**config.mk**
```make
export PLATFORM = sky130hd
export DESIGN_NAME = mi4_front
export DESIGN_NICKNAME = d
export VERILOG_FILES = /design/src/mi4_pkg.sv /design/src/mi4_front.sv
export SDC_FILE = /design/constraint.sdc
export NUM_CORES = 1
export LEC_CHECK = 0
export BUFFER_PORTS_ARGS = -buffer_cell sky130_fd_sc_hd__buf_2
export CAP_MARGIN = 20
export CORE_ASPECT_RATIO = 0.8
export CORE_UTILIZATION = 23
export CTS_BUF_LIST = sky130_fd_sc_hd__clkbuf_4 sky130_fd_sc_hd__clkbuf_8 sky130_fd_sc_hd__clkbuf_16
export DETAILED_ROUTE_END_ITERATION = 16
export PLACE_DENSITY_LB_ADDON = 0.05
export SLEW_MARGIN = 20
export SYNTH_ARGS = -nofsm -noshare
export SYNTH_HDL_FRONTEND = slang
export SYNTH_SLANG_ARGS = --single-unit
```
**constraint.sdc**
```tcl
create_clock -name clock -period 1 [get_ports clock]
set_clock_uncertainty 0.1 [all_clocks]
set_input_delay 0.25 -clock clock [delete_from_list [all_inputs] [get_ports clock]]
set_output_delay 0.25 -clock clock [all_outputs]
set_load 0.01 [all_outputs]
```
**src/mi4_pkg.sv**
```systemverilog
`timescale 1ns / 1ps
// ----------------------------------------------------------------------------
// mi4_pkg
// Shared constants, types and arithmetic helpers for the 4x4 matrix inverse.
// ----------------------------------------------------------------------------
package mi4_pkg;

   localparam int WORD_BITS = 32;
   localparam int FRAC_BITS = 16;
   localparam int MAT_ELEMS = 16;

   localparam logic [127:0] LIM_WIDE = 128'd1 << 63;
   localparam logic [127:0] LIM_WORD = 128'd1 << (WORD_BITS - 1);
   localparam logic [127:0] HALF_Q   = 128'd1 << (FRAC_BITS - 1);
   localparam logic [127:0] HALF_R   = 128'd1 << (62 - FRAC_BITS);
   localparam logic [63:0]  INT_MAX  = {1'b0, {63{1'b1}}};
   localparam logic [63:0]  INT_MIN  = {1'b1, 63'd0};

   // element write from the loader into the matrix queue
   typedef struct packed {
      logic                 en;
      logic [3:0]           idx;
      logic                 last;
      logic [WORD_BITS-1:0] data;
   } mi4_wr_type;

   // read request from the compute engine into the matrix queue
   typedef struct packed {
      logic       pop;
      logic [3:0] idx;
   } mi4_rd_type;

   function automatic logic [63:0] sext_word(input logic [WORD_BITS-1:0] w);
      return {{(64-WORD_BITS){w[WORD_BITS-1]}}, w};
   endfunction

   function automatic logic [63:0] mag64(input logic [63:0] v);
      return v[63] ? (64'd0 - v) : v;
   endfunction

   function automatic logic [63:0] sat_neg(input logic [63:0] a);
      return (a == INT_MIN) ? INT_MAX : (64'd0 - a);
   endfunction

   function automatic logic [63:0] sat_add(input logic [63:0] a, input logic [63:0] b);
      logic [63:0] s;
      s = a + b;
      if (a[63] == b[63] && s[63] != a[63]) begin
         s = a[63] ? INT_MIN : INT_MAX;
      end
      return s;
   endfunction

   // sign and magnitude to a signed value clamped at the given limit
   function automatic logic [63:0] sat_mag(input logic neg, input logic [127:0] m,
                                           input logic [127:0] lim);
      logic [63:0] v;
      if (neg) begin
         v = (m > lim) ? lim[63:0] : m[63:0];
         return 64'd0 - v;
      end
      return (m >= lim) ? (lim[63:0] - 64'd1) : m[63:0];
   endfunction

   // column picked in minor row r by term t of the 3x3 expansion
   function automatic logic [1:0] perm_col(input logic [2:0] t, input logic [1:0] r);
      logic [5:0] pr;
      case (t)
         3'd0:    pr = {2'd2, 2'd1, 2'd0};
         3'd1:    pr = {2'd1, 2'd2, 2'd0};
         3'd2:    pr = {2'd2, 2'd0, 2'd1};
         3'd3:    pr = {2'd0, 2'd2, 2'd1};
         3'd4:    pr = {2'd1, 2'd0, 2'd2};
         3'd5:    pr = {2'd0, 2'd1, 2'd2};
         default: pr = 6'd0;
      endcase
      case (r)
         2'd0:    return pr[1:0];
         2'd1:    return pr[3:2];
         default: return pr[5:4];
      endcase
   endfunction

   function automatic logic perm_neg(input logic [2:0] t);
      return (t == 3'd1) || (t == 3'd2) || (t == 3'd5);
   endfunction

   // matrix index of factor r of term t for adjugate entry k
   function automatic logic [3:0] elem_idx(input logic [3:0] k, input logic [2:0] t,
                                           input logic [1:0] r);
      logic [1:0] p;
      logic [1:0] row;
      logic [1:0] col;
      p   = perm_col(t, r);
      row = (r < k[1:0]) ? r : (r + 2'd1);
      col = (p < k[3:2]) ? p : (p + 2'd1);
      return {row, col};
   endfunction

endpackage

```
**src/mi4_front.sv**
```systemverilog
`timescale 1ns / 1ps
// ----------------------------------------------------------------------------
// mi4_front
// Element loader: counts incoming elements and tags each with its position.
// ----------------------------------------------------------------------------
module mi4_front import mi4_pkg::*; (
   input  logic                 clock,
   input  logic                 reset,
   input  logic                 req_valid,
   output logic                 req_ready,
   input  logic [WORD_BITS-1:0] req_element,
   input  logic                 wr_free,
   output mi4_wr_type           wr
);

   logic [3:0] count_ff;

   // tag and forward one element per accepted transaction
   always_comb begin
      req_ready = wr_free;
      wr.en     = req_valid && wr_free;
      wr.idx    = count_ff;
      wr.last   = (count_ff == 4'd15);
      wr.data   = req_element;
   end

   always_ff @(posedge clock) begin
      if (reset) begin
         count_ff <= 4'd0;
      end else if (wr.en) begin
         count_ff <= count_ff + 4'd1;
      end
   end

endmodule

```
# After elaboration in Yosys (flattened, before gate mapping)
# Cells that the tools add are included.
[word_totals] rom_bits=0 in_bits=36 mem_bits_rw=0 latchBits=0 regBits=4 output_inout_bits=39 n_memories=0
[op_classes] eq_ne=1 shift=0 n_reduce_logical=1 mux=0 multipliers=0 n_div=0 n_addsub=1 n_lt_le_gt_ge=0 bitwise_logic=0
[op_table] op="4-bit by 1-bit adder with 4-bit output (second input constant)" n=1
[op_table] op="4-bit == test (second input constant)" n=1
[op_table] op="1-bit logical AND" n=1

# Depth between registers and ports, before layout
[logic_depth] word_depth=1 mapped_depth=4 mapped_depth_nobuf=4

# Worst setup path after synthesis
# Ideal clock, no wire load.
[synth_timing] path_kind="reg2out" start="register count_ff[0]" end="output wr[32] (netlist bit)" t_required_ns=0.650 arrival_ns=0.782 path_stages_with_launch=3 slack_ns=-0.132 n_path_buf=0 path_cell_list="dfxtp_1 > ha_1 > and3_1"
[synth_lines] element="start: declaration" line="mi4_front.sv:16" text="logic [3:0] count_ff;"
[synth_lines] element="start signal: assignment" line="mi4_front.sv:31" text="count_ff <= count_ff + 4'd1;"
[synth_lines] element="end: declaration" line="mi4_front.sv:13" text="output mi4_wr_type wr"

==> results.cfg <==
[global_routing]
grt_antenna_before_repair = 0
globalRoute.totalOverflow = 0
total_routing_usage_reported_by_global_routing = 0.09160
grt_pass1_wl_um = 1193
grt_pass1_vias = 263
grt_start_max_net_pins = 5

[route]
vias_per_cell = 3.758
post_drt_wl_per_cell_um = 11.15
routed_wirelength_um = 736
dr.pass1.iters = 2
detail_route.drc_violations = 0
detailedRoute.firstIterationViolations = 1
ant_nets = 0
routed-via-count = 248

[timing]
hold_violations = 0
rsz0062_at_grt = true
finalSetupViolations = 7
min_period_over_period = 1.329
max_slew.worst_pin.slew_ps = 212.1
report.final.slew_viol_count = 0
final.setup.tns_ps = -1269
fin_crit_ps = 1329
max-slew-margin-rel = 0.8571
max_freq_ghz = 0.7523
layout_setup_ws_ps = -329.2

[cts]
cts_root_buf = sky130_fd_sc_hd__clkbuf_4
hold_buffers = 0
inserted_clock_buffers = 3
clock_tree.htree_level_count = 1
cts.sink_count = 4
clkTransAtPathRegs_ps = 40
cts_tree = yes
clock_path_buffers = 2
clk_latency_ps = 230

[power_and_ir_drop]
p_leak_nw = 0.1976
combinational_cell_fraction_of_total_power = 0.171
vdd_drop_max_uv = 515.7
power.share.sequential = 0.377
p_switching_uw = 107.7
clockPowerShare = 0.452
p_per_area_nw_per_um2 = 1034
power_report.internal_total_uw = 342.4
totalPowerFinal_uw = 450.1
switching_part_of_the_total_power = 0.2392

[setup_path]
start_kind = register
timing.critical_path.from = count_ff[0]
critPathCapture = wr[32]
cp_data_arrival_time_ps = 980
timing.critical_path.slowest_cell_delay_ps = 340
critical_path.reg2reg.endpoint = count_ff[3]
cp_cell_sequence = ha_4 > and3_4 > buf_6
crit_path_slowest_cell = sky130_fd_sc_hd__dfxtp_4
worst-r2r-cell-count = 4
setup.worst_path.end_class = primary output
r2r_setup_slack_ps = -160
worst_r2r_startpoint = count_ff[1]
worstPathRequired_ps = 650
worst-setup-path-type = register to primary output
cp_max_fo = 2

[placed_design]
dp_hpwl_um = 570.4
detailedPlace.worstSlack_ps = -141.3
dp_cells = 58
port_buffers = 10
finalWeightedCongestion = 0.6614

[synth]
ys_top_cells_by_area = sky130_fd_sc_hd__buf_4 59%, sky130_fd_sc_hd__dfxtp_1 19%, sky130_fd_sc_hd__xor2_1 4.2%, sky130_fd_sc_hd__nand3_1 3.6%, sky130_fd_sc_hd__ha_1 3.0%
synthDominantCellAreaShare = 0.5875
syn-instance-count = 53
synth.largest_area_cell = sky130_fd_sc_hd__buf_4
post_synth_num_cell_types = 13
syn_nets = 90
ys_ff_latch = 4
post_synth.cell_area_avg_um2 = 7.956
netlist_area_um2 = 421.7
ys_seq_area_frac = 0.1899
yosysWarningCount = 0

[final_layout]
diodes = 0
final-instance-count-excl-fill = 66
final_net_count = 83
registers.top_by_ff_count = count_ff
flow.area_growth_from_synthesis_pct = 3.264
top_regs = count_ff x4
register_area_um2 = 90.09
leading_cell_types_in_the_layout_fill_and_taps_excluded = 8 x sky130_fd_sc_hd__buf_6, 8 x sky130_fd_sc_hd__buf_4, 5 x sky130_fd_sc_hd__buf_2, 3 x sky130_fd_sc_hd__clkbuf_4
final_util = 0.2599
largest_register_ff_count = 4
multi_input_comb_area_um2 = 116.4
filler_cell_count = 183
layout-drive-gt1-share = 0.7500

[floorplanning]
top_level_ports = 75
rows = 13
floorplan.die.width_um = 49.87
start_util = 0.2517
floorplan.core_area_um2 = 1675
die_height_um = 40.30
die_area_um2 = 2010

[outcome]
violated_checks = setup timing
run_status = complete, but fails checks

[job]
max_cap_viol_count = 0

[min_path]
hold_path.class = input pin to register
[synthesized netlist by cell type]
cell type and instances:
sky130_fd_sc_hd__buf_4 33, sky130_fd_sc_hd__dfxtp_1 4, sky130_fd_sc_hd__nand2_1 1, sky130_fd_sc_hd__nand3_1 3
sky130_fd_sc_hd__and3_1 1, sky130_fd_sc_hd__nand2_2 1, sky130_fd_sc_hd__nor2_1 2, sky130_fd_sc_hd__o21ai_0 1
sky130_fd_sc_hd__inv_1 1, sky130_fd_sc_hd__or3_1 1, sky130_fd_sc_hd__ha_1 1, sky130_fd_sc_hd__a21oi_1 2
sky130_fd_sc_hd__xor2_1 2
[critical path, delay by kind of cell (launching register included)]
kind | cells | cell delay [ps]
flops | 1 | 340
fa+ha+maj | 1 | 150
simple gates | 1 | 140
buf+inv | 1 | 110
[stage by stage]
step,hold WS [ps],instance area (µm²)
5_1_grt,134.3,435.4
3_5_place_dp,389.3,322.8
4_1_cts,135.2,431.7
3_3_place_gp,382.2,322.8
2_1_floorplan,209.4,447.9
6_report,128.8,435.4
[how the worst min path moves through the flow]
stage,depth (start not counted),startpoint,slack (ps),end
after global placement,2,reset,380,count_ff[1]
after global routing,2,reset,130,count_ff[3]
after detailed placement,2,reset,390,count_ff[1]
final,2,reset,130,count_ff[3]
after CTS,2,reset,140,count_ff[3]
after floorplan,1,reset,210,count_ff[1]
[kinds of logic (layout without fill, tap and decap cells)]
| family | count (synthesis) | after routing | share of synthesized area |
|---|---|---|---|
| AOI/OAI and AO/OA | 3 | 3 | 0.03560 |
| xor gates and xnor gates | 2 | 2 | 0.04155 |
| adders and majority gates | 1 | 1 | 0.02967 |
| buffers and inverters | 34 | 25 | 0.5964 |
| DFF | 4 | 4 | 0.1899 |
| and+or+nand+nor | 9 | 9 | 0.1068 |
[power by group through the flow]
stage	Sequential (mW)	Clock [mW]	Combinational [mW]
3_3_place_gp	0.173	0	0.0598
6_report	0.170	0.203	0.0772
5_1_grt	0.169	0.238	0.0882
3_5_place_dp	0.173	0	0.0586
4_1_cts	0.169	0.218	0.0788
2_1_floorplan	0.176	0	0.151
[routing by layer]
metal	part of all wire	up-vias	GRT usage
met5	0	-	0
met4	0.0054	0	0.02143
met3	0.16	2	0.1061
met2	0.43	13	0.1385
met1	0.41	114	0.08150
li1	-	119	-
[cell type report]
type / instances / share of cell area
clock buffers: 3 / 0.05172
inverters: 1 / 0.008621
multi-input cells: 15 / 0.2672
flip-flops and latches: 4 / 0.2069
well taps: 22 / 0.06322
repair buffers: 21 / 0.4023
[what timing repair did]
action                     CTS  global route
pin swaps                    3             0
setup buffers                5             0
resized for setup           10             1
setup endpoints to repair    6             8
hold endpoints to repair     0             0
Power figures use the tool's default switching activity.
