--- src/mi4_mul.sv ---
`timescale 1ns / 1ps
// ----------------------------------------------------------------------------
// mi4_mul
// 64x64 unsigned multiplier: four 32x32 partial products.
// ----------------------------------------------------------------------------
module mi4_mul (
   input  logic          clock,
   input  logic          reset,
   input  logic          start,
   input  logic [63:0]   a,
   input  logic [63:0]   b,
   output logic          done,
   output logic [127:0]  prod
);

   logic [63:0]  a_ff;
   logic [63:0]  b_ff;
   logic [63:0]  pp_ff;
   logic [1:0]   psh_ff;
   logic [127:0] acc_ff;
   logic [2:0]   step_ff;
   logic         busy_ff;
   logic         done_ff;
   logic [31:0]  a_part;
   logic [31:0]  b_part;

   assign a_part = step_ff[1] ? a_ff[63:32] : a_ff[31:0];
   assign b_part = step_ff[0] ? b_ff[63:32] : b_ff[31:0];
   assign done   = done_ff;
   assign prod   = acc_ff;

   // partial product computed into a register, then accumulated in the next cycle
   always_ff @(posedge clock) begin
      if (reset) begin
         busy_ff <= 1'b0;
         done_ff <= 1'b0;
         step_ff <= 3'd0;
      end else begin
         done_ff <= 1'b0;
         if (start) begin
            a_ff    <= a;
            b_ff    <= b;
            acc_ff  <= 128'd0;
            step_ff <= 3'd0;
            busy_ff <= 1'b1;
         end else if (busy_ff) begin
            if (step_ff != 3'd4) begin
               pp_ff  <= a_part * b_part;
               psh_ff <= {1'b0, step_ff[1]} + {1'b0, step_ff[0]};
            end
            if (step_ff != 3'd0) begin
               acc_ff <= acc_ff + ({64'd0, pp_ff} << {psh_ff, 5'd0});
            end
            if (step_ff == 3'd4) begin
               busy_ff <= 1'b0;
               done_ff <= 1'b1;
            end
            step_ff <= step_ff + 3'd1;
         end
      end
   end

endmodule

--- config.mk ---
export PLATFORM = sky130hd
export DESIGN_NAME = mi4_mul
export DESIGN_NICKNAME = d
export VERILOG_FILES = /design/src/mi4_mul.sv
export SDC_FILE = /design/constraint.sdc
export NUM_CORES = 2
export LEC_CHECK = 0
export BUFFER_PORTS_ARGS = -buffer_cell sky130_fd_sc_hd__buf_2
export CORE_MARGIN = 10
export CORE_UTILIZATION = 59
export CTS_CLUSTER_DIAMETER = 200
export CTS_CLUSTER_SIZE = 24
export DETAILED_ROUTE_END_ITERATION = 12
export GPL_TIMING_DRIVEN = 0
export PLACE_DENSITY = 0.9
export RECOVER_POWER = 50
export SYNTH_ARGS = -nofsm -noshare
export SYNTH_HDL_FRONTEND = slang
export SYNTH_SLANG_ARGS = --single-unit
export TNS_END_PERCENT = 100
--- constraint.sdc ---
create_clock -name clock -period 8.8 [get_ports clock]
set_input_delay 1.32 -clock clock [delete_from_list [all_inputs] [get_ports clock]]
set_output_delay 1.32 -clock clock [all_outputs]
set_load 0.005 [all_outputs]
# After elaboration in Yosys (flattened, before gate mapping)
# Index checks and enable logic that the tools add are counted.
dict set report word_totals {
  register_bits 327
  input_bits 131
  out_inout_bits 129
  wordCells 34
}
dict set report classes {
  add_sub_neg 3
  n_mul 1
  n_eq_ne 2
  n_shift 1
  n_mux 8
  bitwise_logic 3
  reduce_logical 8
}
# operator count
set ops {}
lappend ops {{two-way mux 128 bit} 2}
lappend ops {{adder 128 bit} 1}
lappend ops {{<< shifter 64 x 7 -> 128 bit} 1}
lappend ops {{multiplier 32 x 32 -> 64 bit} 1}
lappend ops {{two-way mux 32 bit} 2}
lappend ops {{two-way mux 1 bit} 4}
lappend ops {{AND reduction 4 bit} 1}
lappend ops {{nonzero test 2 bit} 2}
lappend ops {{adder 3 x 1 -> 3 bit, second input constant} 1}
lappend ops {{equality test 3 bit, second input constant} 1}
lappend ops {{!= test 3 bit, second input constant} 1}
lappend ops {{inverter 1 bit} 3}
lappend ops {{AND reduction 3 bit} 1}
lappend ops {{nonzero test 3 bit} 1}
lappend ops {{OR reduction 3 bit} 1}
lappend ops {{adder 1 x 1 -> 2 bit} 1}
lappend ops {{AND reduction 2 bit} 1}
lappend ops {{OR reduction 2 bit} 1}

# Depth between registers and ports, before layout
dict set report logic_depth {
  word_depth 4
  depth_mapped 34
  ltp_nobuf 29
}

# Worst setup path before layout
# OpenSTA, ideal clock, no wires.
dict set report synth_path {
  path_type {register to register}
  startpoint {register step_ff[0]}
  endpoint {register pp_ff[63] (data pin)}
  setup_ps 260
  arrival_ps 8363
  required_ps 8540
  setup_slack_ps 177
  path_stages_with_launch 32
  n_path_buf 5
  period_less_slack_ps 8623
  path_cell_list {dfxtp_1 -> clkbuf_1 -> clkbuf_1 -> buf_1 -> buf_1 -> mux2_1 -> nand2_1 -> fa_1 -> inv_1 -> fa_1 -> inv_1 -> fa_1 -> fa_1 -> inv_1 -> fa_1 -> fa_1 -> fa_1 -> inv_1 -> fa_1 -> inv_1 -> ha_1 -> clkbuf_1 -> o21a_1 -> o21bai_1 -> a21oi_1 -> o211a_1 -> o21ai_0 -> nor4b_1 -> a21oi_1 -> nor3_1 -> o221a_2 -> xnor2_1}
}
dict set report synth_via {
  elab_chain_len 2
}
# element line
set synth_lines {}
lappend synth_lines {{start, declared} 21} ;# logic [2:0] step_ff;
lappend synth_lines {{start signal, assigned} 58} ;# step_ff <= step_ff + 3'd1;
lappend synth_lines {{two-way mux 32 bit} 28} ;# assign b_part = step_ff[0] ? b_ff[63:32] : b_ff[31:0];
lappend synth_lines {{multiplier 32 x 32 -> 64 bit} 48} ;# pp_ff <= a_part * b_part;
lappend synth_lines {{end signal, assigned} 48}
lappend synth_lines {{end, declared} 18} ;# logic [63:0] pp_ff;
# No other way between the ends.
# A chain may end at the register's enable or synchronous reset.

# Final worst setup path
dict set report layout_path {
  startpoint {register step_ff[0]}
  endpoint {register pp_ff[61] (data pin)}
}
# The elaborated chain is that of the path after synthesis.

==> qor_table.md <==
| Group | Item | This run |
|---|---|---|
| sta | Period minus WS final | 8.81 ns |
| global route | Number of global-route vias before repair | 49406 |
| drt | WL per Instance | 32.3 µm |
| sta | Final hold violation count | 0 |
| critical path | Critical Path Start | step_ff[0] |
| floorplan | Core area | 90300 µm² |
| floorplan | Initial core utilization | 0.596 |
| global route | Pin count of the biggest net entering global routing | 39 |
| critical path | Crit-path leading delay family | adder cells |
| layout | Number of cells in the finished layout apart from fillers | 7483 |
| critical path | Worst reg2reg path endpoint | pp_ff[61] |
| placed design | Post-DP HPWL | 194 mm |
| synth | Library cells used by synthesis | 92 |
| global route | Wire length of the first global-routing pass | 339 mm |
| sta | Relative max-transition margin | 0.0721 |
| cts | Clock latency on the worst-skew pair | 0.65 ns |
| placed design | Area post-placement | 57100 µm² |
| critical path | CP Buf/Inv Count | 8 |
| sta | Total count of max-transition violations in the final report | 0 |
| placed design | Port Buffers | 257 |
| critical path | Crit-path max cell delay | 0.53 ns |
| synth | Syn nets | 7334 |
| global route | GRT Total Usage | 0.460 |
| layout | Area Overhead vs Synth | 12.0% |
| synth | Async SR Flop Fraction | 0 |
| floorplan | Count of standard-cell rows | 110 |
| layout | Total non-filler cell area in the finished layout | 60300 µm² |
| synth | Synthesis Warnings | 0 |
| layout | Fin util | 0.668 |
| floorplan | Die outline width | 322 µm |
| layout | Net count, final | 7712 |
| hold path | Hold WC Path Type | flip-flop to flip-flop |
| outcome | Status | complete, but fails checks |
| cts | Clock sink count | 327 |
| drt | Number of routed nets with antenna violations | 0 |
| critical path | Biggest fanout along the worst timing path | 10 |
| sta | Final cycle utilization of the critical path | 1.00 |
| placed design | RePlAce Congestion | 1.14 |
| critical path | Arrival time reported for the critical path endpoint | 9.21 ns |
| hold path | Start point of the worst min-delay path | step_ff[2] |
| synth | Sequential share of the synthesized area | 0.182 |
| critical path | Critical path capture point | pp_ff[61] |
| cts | Number of buffers created by CTS | 18 |
| cts | Clk Tree Root Cell | clkbuf_16 |
| sta | Final setup fails | 1 |
| sta | Minimum setup slack in the final design | -0.0136 ns |
| layout | FILL cells | 7126 |
| critical path | CP dominant cell by count | fa_1 |
| cts | Register clock-pin slew on the reported worst setup and hold paths | 0.10 ns |
| outcome | Violations in the final reports | setup timing |
| sta | Fmax achieved | 113 MHz |
| floorplan | I/O pins | 260 |
| drt | 1st-pass router iterations | 9 |
| drt | Drt first-iter violations | 6719 |
| drt | Detailed-route DRC error count | 0 |
| drt | Per-cell via count in the routed design | 6.49 |
| synth | Cells after synthesis | 5914 |
| synth | Main flop type after synthesis | edfxtp_1 |
| global route | Initial antenna violation count | 8 |
| synth | Synthesized area per cell | 9.10 µm² |
| critical path | Count of cells along the worst register-to-register path | 29 |
| layout | Fraction of final layout cells with drive strength greater than 1 | 0.125 |
| critical path | Register-to-register setup slack | -0.01 ns |
| critical path | Critical path depth | 29 |
| critical path | R2R Path Start | step_ff[0] |
| global route | Grt ovf | 0 |
| cts | Level count of the clock H-tree | 1 |
| critical path | Setup crit end kind | flip-flop |
| critical path | Slowest stage cell, crit path | fa_1 |
| synth | Synth Register Bits | 327 |
| sta | Transition time at the pin with the least slew margin | 1.39 ns |
| floorplan | Die height | 322 µm |
| drt | Total length of routed wires | 242 mm |
| critical path | Class of the most critical setup path | flip-flop to flip-flop |
| sta | Worst-case hold slack | 0.567 ns |
| drt | Vias after detailed routing | 48549 |
| synth | Number of flops mapped to enable cells by yosys | 322 |
| synth | Synthesized cell area | 53800 µm² |
| placed design | Number of cells in the design after placement | 7378 |
| critical path | Element type at the critical path start | flip-flop |
| run | Max-cap check violation count | 0 |
| floorplan | Die area | 104000 µm² |
| cts | Worst-case clock buffer depth | 3 |
| sta | Unrepaired setup endpoints after global routing | true |
| sta | Fin Clk Skew | 0.0922 ns |
| cts | Clock tree from TritonCTS | done |
| critical path | Data required time at the worst endpoint | 9.20 ns |
-- Yosys cell counts, drive strengths merged (16+ instances only) --
cell,instances,share of area
inv,951,0.066
fa,897,0.33
nor2,860,0.060
nand2,677,0.047
ha,392,0.091
edfxtp,322,0.18
a21oi,292,0.027
clkbuf,246,0.017
o21ai,171,0.016
xnor2,111,0.018
mux2i,98,0.018
nand4,87,0.010
mux2,76,0.016
a21o,74,0.010
nor2b,59,0.0069
o21bai,58,0.0081
nor3,56,0.0052
xor2,54,0.0088
buf,43,0.0035
and2,38,0.0044
a22o,32,0.0052
nand3,31,0.0030
o21a,29,0.0040
a31oi,25,0.0032
a211oi,19,0.0027
and3,17,0.0020
a21boi,16,0.0022
nand2b,16,0.0019
-- registers in the layout, summed over array words and instances (netlist names) --
register  cells
done          1
psh_ff        2
pp_ff        64
b_ff         64
busy_ff       1
a_ff         64
step_ff       3
prod        128
-- metrics by stage --
step	TNS [ns]	worst slack, ns
after floorplan	0	0.177
after global placement	-931.85	-3.56
after detailed placement	-108.99	-3.58
after CTS	0	0.00123
after global routing	-0.510	-0.198
final	-0.0136	-0.0136
-- worst min-delay path: stages, from the launching register on --
cell and delay, ns:
dfxtp_1 0.35, nand2_1 0.12, nor4b_1 0.06
-- cell usage in the layout, fill, tap and decap left out, drive strengths merged, types with 11 or more instances in the layout --
| cell type | netlist | layout |
|---|---|---|
| nor2b | 59 | 59 |
| inv | 951 | 953 |
| xnor2 | 111 | 111 |
| a21boi | 16 | 16 |
| nand2 | 677 | 677 |
| buf | 43 | 437 |
| mux2i | 98 | 98 |
| fa | 897 | 897 |
| clkbuf | 246 | 235 |
| a22o | 32 | 32 |
| ha | 392 | 392 |
| nand3 | 31 | 31 |
| nor4 | 14 | 14 |
| mux2 | 76 | 76 |
| and3 | 17 | 17 |
| a211oi | 19 | 19 |
| o21a | 29 | 29 |
| o21bai | 58 | 58 |
| xor2 | 54 | 54 |
| a21o | 74 | 74 |
| nor3 | 56 | 56 |
| o211ai | 13 | 13 |
| and2 | 38 | 38 |
| nand4 | 87 | 87 |
| a21oi | 292 | 292 |
| nor2 | 860 | 860 |
| o31ai | 14 | 14 |
| edfxtp | 322 | 322 |
| a31oi | 25 | 25 |
| o21ai | 171 | 171 |
| nand2b | 16 | 16 |
| or3 | 11 | 11 |
-- layout make-up --
cell class	instances	area, µm²	share of cell area
Antenna cell	7	17.5	0.000291
Buffer	277	2020	0.0336
Clock buffer	25	477	0.00791
Clock inverter	3	52.6	0.000872
Inverter	951	3570	0.0592
Multi-Input combinational cell	4347	40500	0.671
Sequential cell	327	9770	0.162
Tap cell	1176	1470	0.0244
Timing Repair Buffer	370	2430	0.0403
-- cells by family after synthesis --
kind of cell / Yosys count / synth area share
AO/OA/AOI/OAI: 813 / 0.0959
buffers and inverters: 1240 / 0.0870
XOR/XNOR: 165 / 0.0269
AND/OR/NAND/NOR: 1906 / 0.150
flip-flops: 327 / 0.182
multiplexers: 174 / 0.0341
adder cells (fa/ha/maj): 1289 / 0.425
-- what timing repair did --
item                                    CTS  global route
pin swaps                                 8             9
buffers inserted                         51            29
hold buffers                              0             0
endpoints found under the setup margin   53            22
gates cloned                              1             1
gates resized for setup                 496           148
-- worst min path at each step --
stage / end / slack (ns) / cells after the start
floorplan: done / 0.49 / 2
global placement: done / 0.51 / 2
detailed placement: done / 0.54 / 2
CTS: done / 0.55 / 2
global route: done / 0.59 / 2
finish: done / 0.57 / 2
-- layer usage --
| layer | track usage | routed length, µm | up-vias |
|---|---|---|---|
| met2 | 0.694 | 103000 | 3984 |
| li1 | - | - | 19709 |
| met5 | 0 | 174 | - |
| met1 | 0.503 | 77500 | 23509 |
| met3 | 0.174 | 32300 | 1337 |
| met4 | 0.407 | 28800 | 10 |
Power is not shown: default switching activity piles up to over one toggle a cycle in this logic, so the estimate is an artifact.
