<file path="config.mk">
export PLATFORM = sky130hd
export DESIGN_NAME = mi4_fifo
export DESIGN_NICKNAME = d
export VERILOG_FILES = /design/src/mi4_pkg.sv /design/src/mi4_fifo.sv
export SDC_FILE = /design/constraint.sdc
export NUM_CORES = 1
export LEC_CHECK = 0
export BUFFER_PORTS_ARGS = -buffer_cell sky130_fd_sc_hd__buf_2
export CAP_MARGIN = 20
export CORE_ASPECT_RATIO = 0.7
export CORE_MARGIN = 5
export CORE_UTILIZATION = 60
export DETAILED_ROUTE_END_ITERATION = 8
export GPL_ROUTABILITY_DRIVEN = 0
export GPL_TIMING_DRIVEN = 0
export PLACE_DENSITY = 0.81
export SYNTH_ARGS = -nofsm -noshare
export SYNTH_HDL_FRONTEND = slang
export SYNTH_SLANG_ARGS = --single-unit
</file>
<file path="constraint.sdc">
create_clock -name clock -period 5.7 [get_ports clock]
set_input_delay 0.57 -clock clock [delete_from_list [all_inputs] [get_ports clock]]
set_output_delay 0.57 -clock clock [all_outputs]
set_load 0.01 [all_outputs]
</file>
<file path="src/mi4_pkg.sv">
`timescale 1ns / 1ps
// ----------------------------------------------------------------------------
// mi4_pkg
// Shared constants, types and arithmetic helpers for the 4x4 matrix inverse.
// ----------------------------------------------------------------------------
package mi4_pkg;

   localparam int WORD_BITS = 32;
   localparam int FRAC_BITS = 16;
   localparam int MAT_ELEMS = 16;

   localparam logic [127:0] LIM_WIDE = 128'd1 << 63;
   localparam logic [127:0] LIM_WORD = 128'd1 << (WORD_BITS - 1);
   localparam logic [127:0] HALF_Q   = 128'd1 << (FRAC_BITS - 1);
   localparam logic [127:0] HALF_R   = 128'd1 << (62 - FRAC_BITS);
   localparam logic [63:0]  INT_MAX  = {1'b0, {63{1'b1}}};
   localparam logic [63:0]  INT_MIN  = {1'b1, 63'd0};

   // element write from the loader into the matrix queue
   typedef struct packed {
      logic                 en;
      logic [3:0]           idx;
      logic                 last;
      logic [WORD_BITS-1:0] data;
   } mi4_wr_type;

   // read request from the compute engine into the matrix queue
   typedef struct packed {
      logic       pop;
      logic [3:0] idx;
   } mi4_rd_type;

   function automatic logic [63:0] sext_word(input logic [WORD_BITS-1:0] w);
      return {{(64-WORD_BITS){w[WORD_BITS-1]}}, w};
   endfunction

   function automatic logic [63:0] mag64(input logic [63:0] v);
      return v[63] ? (64'd0 - v) : v;
   endfunction

   function automatic logic [63:0] sat_neg(input logic [63:0] a);
      return (a == INT_MIN) ? INT_MAX : (64'd0 - a);
   endfunction

   function automatic logic [63:0] sat_add(input logic [63:0] a, input logic [63:0] b);
      logic [63:0] s;
      s = a + b;
      if (a[63] == b[63] && s[63] != a[63]) begin
         s = a[63] ? INT_MIN : INT_MAX;
      end
      return s;
   endfunction

   // sign and magnitude to a signed value clamped at the given limit
   function automatic logic [63:0] sat_mag(input logic neg, input logic [127:0] m,
                                           input logic [127:0] lim);
      logic [63:0] v;
      if (neg) begin
         v = (m > lim) ? lim[63:0] : m[63:0];
         return 64'd0 - v;
      end
      return (m >= lim) ? (lim[63:0] - 64'd1) : m[63:0];
   endfunction

   // column picked in minor row r by term t of the 3x3 expansion
   function automatic logic [1:0] perm_col(input logic [2:0] t, input logic [1:0] r);
      logic [5:0] pr;
      case (t)
         3'd0:    pr = {2'd2, 2'd1, 2'd0};
         3'd1:    pr = {2'd1, 2'd2, 2'd0};
         3'd2:    pr = {2'd2, 2'd0, 2'd1};
         3'd3:    pr = {2'd0, 2'd2, 2'd1};
         3'd4:    pr = {2'd1, 2'd0, 2'd2};
         3'd5:    pr = {2'd0, 2'd1, 2'd2};
         default: pr = 6'd0;
      endcase
      case (r)
         2'd0:    return pr[1:0];
         2'd1:    return pr[3:2];
         default: return pr[5:4];
      endcase
   endfunction

   function automatic logic perm_neg(input logic [2:0] t);
      return (t == 3'd1) || (t == 3'd2) || (t == 3'd5);
   endfunction

   // matrix index of factor r of term t for adjugate entry k
   function automatic logic [3:0] elem_idx(input logic [3:0] k, input logic [2:0] t,
                                           input logic [1:0] r);
      logic [1:0] p;
      logic [1:0] row;
      logic [1:0] col;
      p   = perm_col(t, r);
      row = (r < k[1:0]) ? r : (r + 2'd1);
      col = (p < k[3:2]) ? p : (p + 2'd1);
      return {row, col};
   endfunction

endpackage

</file>
<file path="src/mi4_fifo.sv">
`timescale 1ns / 1ps
// ----------------------------------------------------------------------------
// mi4_fifo
// Two-slot matrix queue between loader and compute engine, random read.
// ----------------------------------------------------------------------------
module mi4_fifo import mi4_pkg::*; (
   input  logic                 clock,
   input  logic                 reset,
   input  mi4_wr_type           wr,
   output logic                 wr_free,
   input  mi4_rd_type           rd,
   output logic                 mat_ready,
   output logic [WORD_BITS-1:0] rd_data
);

   logic [WORD_BITS-1:0] mem [0:2*MAT_ELEMS-1];
   logic [WORD_BITS-1:0] rd_data_ff;
   logic [1:0]           full_ff;
   logic [1:0]           full_in;
   logic                 wr_slot_ff;
   logic                 rd_slot_ff;

   assign wr_free   = !full_ff[wr_slot_ff];
   assign mat_ready = full_ff[rd_slot_ff];
   assign rd_data   = rd_data_ff;

   // storage, registered read
   always_ff @(posedge clock) begin
      if (wr.en) begin
         mem[{wr_slot_ff, wr.idx}] <= wr.data;
      end
      rd_data_ff <= mem[{rd_slot_ff, rd.idx}];
   end

   // slot flags: set on the last element, cleared on pop
   always_comb begin
      full_in = full_ff;
      if (wr.en && wr.last) begin
         full_in[wr_slot_ff] = 1'b1;
      end
      if (rd.pop) begin
         full_in[rd_slot_ff] = 1'b0;
      end
   end

   // slot bookkeeping
   always_ff @(posedge clock) begin
      if (reset) begin
         full_ff    <= 2'b00;
         wr_slot_ff <= 1'b0;
         rd_slot_ff <= 1'b0;
      end else begin
         full_ff <= full_in;
         if (wr.en && wr.last) begin
            wr_slot_ff <= !wr_slot_ff;
         end
         if (rd.pop) begin
            rd_slot_ff <= !rd_slot_ff;
         end
      end
   end

`ifndef SYNTHESIS
   a_no_overwrite: assert property (@(posedge clock) disable iff (reset)
      wr.en |-> !full_ff[wr_slot_ff]) else $error("write into a full slot");
   a_pop_full: assert property (@(posedge clock) disable iff (reset)
      rd.pop |-> full_ff[rd_slot_ff]) else $error("pop of an empty slot");
   a_pop_clears: assert property (@(posedge clock) disable iff (reset)
      rd.pop |=> !full_ff[$past(rd_slot_ff)]) else $error("popped slot still full");
`endif

endmodule

</file>
* Word level (Yosys, flattened, before mapping)
Memories as Yosys holds them, arrays and structs flattened. A register that Yosys moved wholly into a read port is not among the register bits. Index checks and enable logic that the tools add are counted.
Cells by class: $lt $le $gt $ge 4, muxes and demuxes 12, bitwise logic cells 3, reduce and logical (&&, ||, !) cells 6
Operator list (number):
- 2-to-1 mux 1 bit | 8
- < comparator 1 x 2 -> 1 bit, second input constant | 2
- 2-to-1 mux 2 bit | 2
- logical AND 1 bit | 3
- logical NOT 1 bit | 3
- bitwise AND 2 bit | 1
- demux 1 bit (select 1 bit) | 2
- >= comparator 1 bit, second input constant | 2
- NOT 2 bit | 1
- bitwise OR 2 bit | 1
Storage, ports and cells: register bits 4, RAM bits 1024, input port bits 45, output and inout bits 34, logic and storage cells 29, memories 1
Memory list:
- mem | words 32, bits a word 32, read ports 1, clocked after memory_dff 1, write ports 1, RTL line mi4_fifo.sv:16 | logic [WORD_BITS-1:0] mem [0:2*MAT_ELEMS-1];

* Depth between registers and ports, before layout
depth after elaboration 8, mapped depth 8, mapped depth without buffers 5

* Worst setup path after synthesis
No wires, ideal clock.
path type input to register, start input port wr[34] (netlist bit), end memory mem[28][0], enable pin, setup time 0.421 ns, data arrival time 2.583 ns, required time 5.279 ns, path slack 2.696 ns, stages 3, path buffers 1, cell sequence or3b_2 > clkbuf_1 > nor2_1
RTL lines:
- start: declaration | RTL line mi4_fifo.sv:9 | input mi4_wr_type wr,
- end: declaration | RTL line mi4_fifo.sv:16
Straight into the memory's write port.

* Final worst setup path
start register wr_slot_ff, end memory mem[24][0], enable pin
RTL lines:
- start: declaration | RTL line mi4_fifo.sv:20 | logic wr_slot_ff;
- start signal: assignment | RTL line mi4_fifo.sv:55 | wr_slot_ff <= !wr_slot_ff;
Straight into the memory's write port.

==> metrics <==
Max Slew Vio Count 0; Row Count 79; Leakage 16.2 nW; status complete, no violations; worst hold slack 0.122 ns; slew at the pin closest to its max-slew limit 1.08 ns; HP Class input pin to flip-flop; Req. time, crit path 6.05 ns; Synth area leader edfxtp_1; clk_skew 0.0177 ns; largest net degree at the start of global routing 33; number of DRC markers in iteration 0 3371; top cells by area, synth edfxtp_1 76%, mux2i_1 13%, dfxtp_1 1.8%, a22oi_1 1.8%, a22o_1 1.4%; FF+latch count, synth 1060; CTS tree yes; Ys Warns 0; top achievable clock speed 344 MHz; hold path startpoint reset; reg2reg start wr_slot_ff$_SDFFE_PP0N_; cts repair resizes 0; core area 0.0668 mm^2; Yosys top cell area share 75.6%; Hold Path End rd_slot_ff$_SDFFE_PP0P_; startpoint types flip-flop; Clock transition at path regs 0.07 ns; Fin. Hold Viols 0; final WL 105 mm; global route total overflow 0; Setup Buffers After CTS 0; hpwl dp 66.2 mm; Critical R2R Capture mem[24][0]$_DFFE_PP_; DR pass1 iterations 5; CP bufs+invs 2; Slew HR 27.8%; Antenna Nets Post-Route 0; cts hold-fix bufs 0; drt drc 0; Skew-Pair Late Insertion Delay 0.66 ns; post-place setup slack 2.56 ns; Worst path max stage delay 0.97 ns; gate count after technology mapping 2279; Critical Path Slowest Stage Cell nor2_4; H-tree depth 3; Top Ports 79; Die Ht 228 um; RSZ-0062 raised after global routing false; Worst R2R Setup Slack 2.79 ns; Peak VDD IR 0.000274 V; DR vias/cell 6.56; Post-Syn Area 0.0407 mm^2; initial antenna violation count 5; Initial Utilization 60.8%; number of global-route vias before repair 22700; fin nets 2529; fin crit share 51.0%; CTS Buf Count 94; Syn Nets 2324; power per cell area 345 mW/mm^2; fill count 4067; DR vias 22700; worst-path fanout max 19; reg2reg path depth 4; Avg Cell Area, Syn 17.8 um^2; max cap viols 0; crit path capture type flip-flop; setup ws final 2.79 ns; clock sinks 1060; CP cell instances clkbuf_1 -> nand3b_1 -> nor2_4 -> buf_16; CP Data Arrival Time 3.26 ns; Netlist cell types 28; first-pass GRT wire length 150 mm; clock tree root buffer cell clkbuf_16; Final Critical Period 2.91 ns; average wire per standard cell 30.4 um; Global Route Usage Sum 28.0%; Seq/Total Area, Yosys 77.4%; hold depth 2; setup tns final 0 ns; Bufs on Longest Clock Path 3; WS Path Type flip-flop to flip-flop; Top delay family on crit path simple AND/OR/NAND/NOR gates; full die area 0.0732 mm^2; IO Port Bufs 77; area grow syn2layout 13.5%; share of cells above drive strength 1 14.3%; Setup-failing EPs final 0; die width 321 um; fin util 69.1%
-- through the flow --
step                      power, mW  cell area (um^2)  std cells
after floorplan                9.32             40700       2279
after global placement         9.70             42200       3247
after detailed placement       9.75             43100       3279
after CTS                      15.9             46200       3452
after global routing           16.3             46200       3454
final                          15.9             46200       3457
-- report_power, final --
part	internal [mW]	leakage (nW)	switching, mW
Clock	3.54	1.49	2.77
Sequential	8.64	9.53	0.0261
Combinational	0.294	5.15	0.656
Total	12.5	16.2	3.46
-- worst max path at each step --
| stage | slack, ns | endpoint | from | depth (start not counted) |
|---|---|---|---|---|
| 2_1_floorplan | 2.70 | mem[28][0]$_DFFE_PP_ | wr[34] | 3 |
| 3_3_place_gp | 0.73 | mem[24][31]$_DFFE_PP_ | wr[37] | 4 |
| 3_5_place_dp | 2.56 | mem[24][31]$_DFFE_PP_ | wr[37] | 5 |
| 4_1_cts | 2.81 | mem[31][0]$_DFFE_PP_ | wr_slot_ff$_SDFFE_PP0N_ | 4 |
| 5_1_grt | 2.76 | mem[31][0]$_DFFE_PP_ | wr_slot_ff$_SDFFE_PP0N_ | 4 |
| 6_report | 2.79 | mem[24][0]$_DFFE_PP_ | wr_slot_ff$_SDFFE_PP0N_ | 4 |
-- registers in the layout (all words and copies together) (netlist names) --
register	count
mem	1024
full_ff	2
rd_slot_ff	1
wr_slot_ff	1
rd_data	32
-- cell usage after synthesis --
cell / number
a211oi_1: 1
nand3b_1: 5
clkbuf_4: 2
or2_1: 1
clkbuf_1: 41
mux2i_1: 513
or3b_2: 3
xnor2_1: 1
a21oi_1: 96
xor2_1: 1
buf_6: 15
dfxtp_1: 36
and2_1: 1
buf_1: 2
or3_1: 1
a22oi_1: 96
nand3_1: 98
nor3_1: 33
buf_4: 30
a22o_1: 64
a31oi_1: 33
nand2_1: 99
mux2_2: 1
nand2b_1: 2
buf_2: 39
edfxtp_1: 1024
nor2b_1: 3
nor2_1: 38
-- routing by layer --
layer | wire, um | track usage, %
met5 | 24 | 0
met1 | 38800 | 39.2
met2 | 48400 | 43.5
met4 | 3720 | 9.58
met3 | 14000 | 7.53
-- kinds of logic (layout without fill, tap and decap cells) --
logic type,Yosys count,after routing,synth area share (%)
other cells,0,5,0
flops,1060,1060,77.4
mux,514,514,12.7
buf+inv,129,411,1.88
compound gates,290,290,4.86
xor+xnor,2,2,0.0431
simple gates,284,284,3.16
-- cell type report --
cell class                 count  area [um^2]  area share, %
antenna                        5         12.5         0.0271
buffer                       129          766           1.66
clock buffer                 125         2600           5.64
clock inverter                48          429          0.930
multi-input combinational   1090         8660           18.8
sequential                  1060        31500           68.2
tap                          891         1110           2.41
timing repair buffer         109         1110           2.40
-- cell usage in the layout, fill, tap and decap left out, types with 16 or more instances in the layout --
cell | synthesis | layout
a21oi_1 | 96 | 96
a22o_1 | 64 | 64
a22oi_1 | 96 | 96
a31oi_1 | 33 | 33
buf_12 | 0 | 21
buf_2 | 39 | 116
buf_4 | 30 | 30
clkbuf_1 | 41 | 63
clkbuf_16 | 0 | 98
clkinv_1 | 0 | 16
clkinv_2 | 0 | 17
dfxtp_1 | 36 | 36
edfxtp_1 | 1024 | 1024
mux2i_1 | 513 | 513
nand2_1 | 99 | 99
nand3_1 | 98 | 98
nor2_4 | 0 | 32
nor3_1 | 33 | 33
Power figures use the tool's default switching activity.
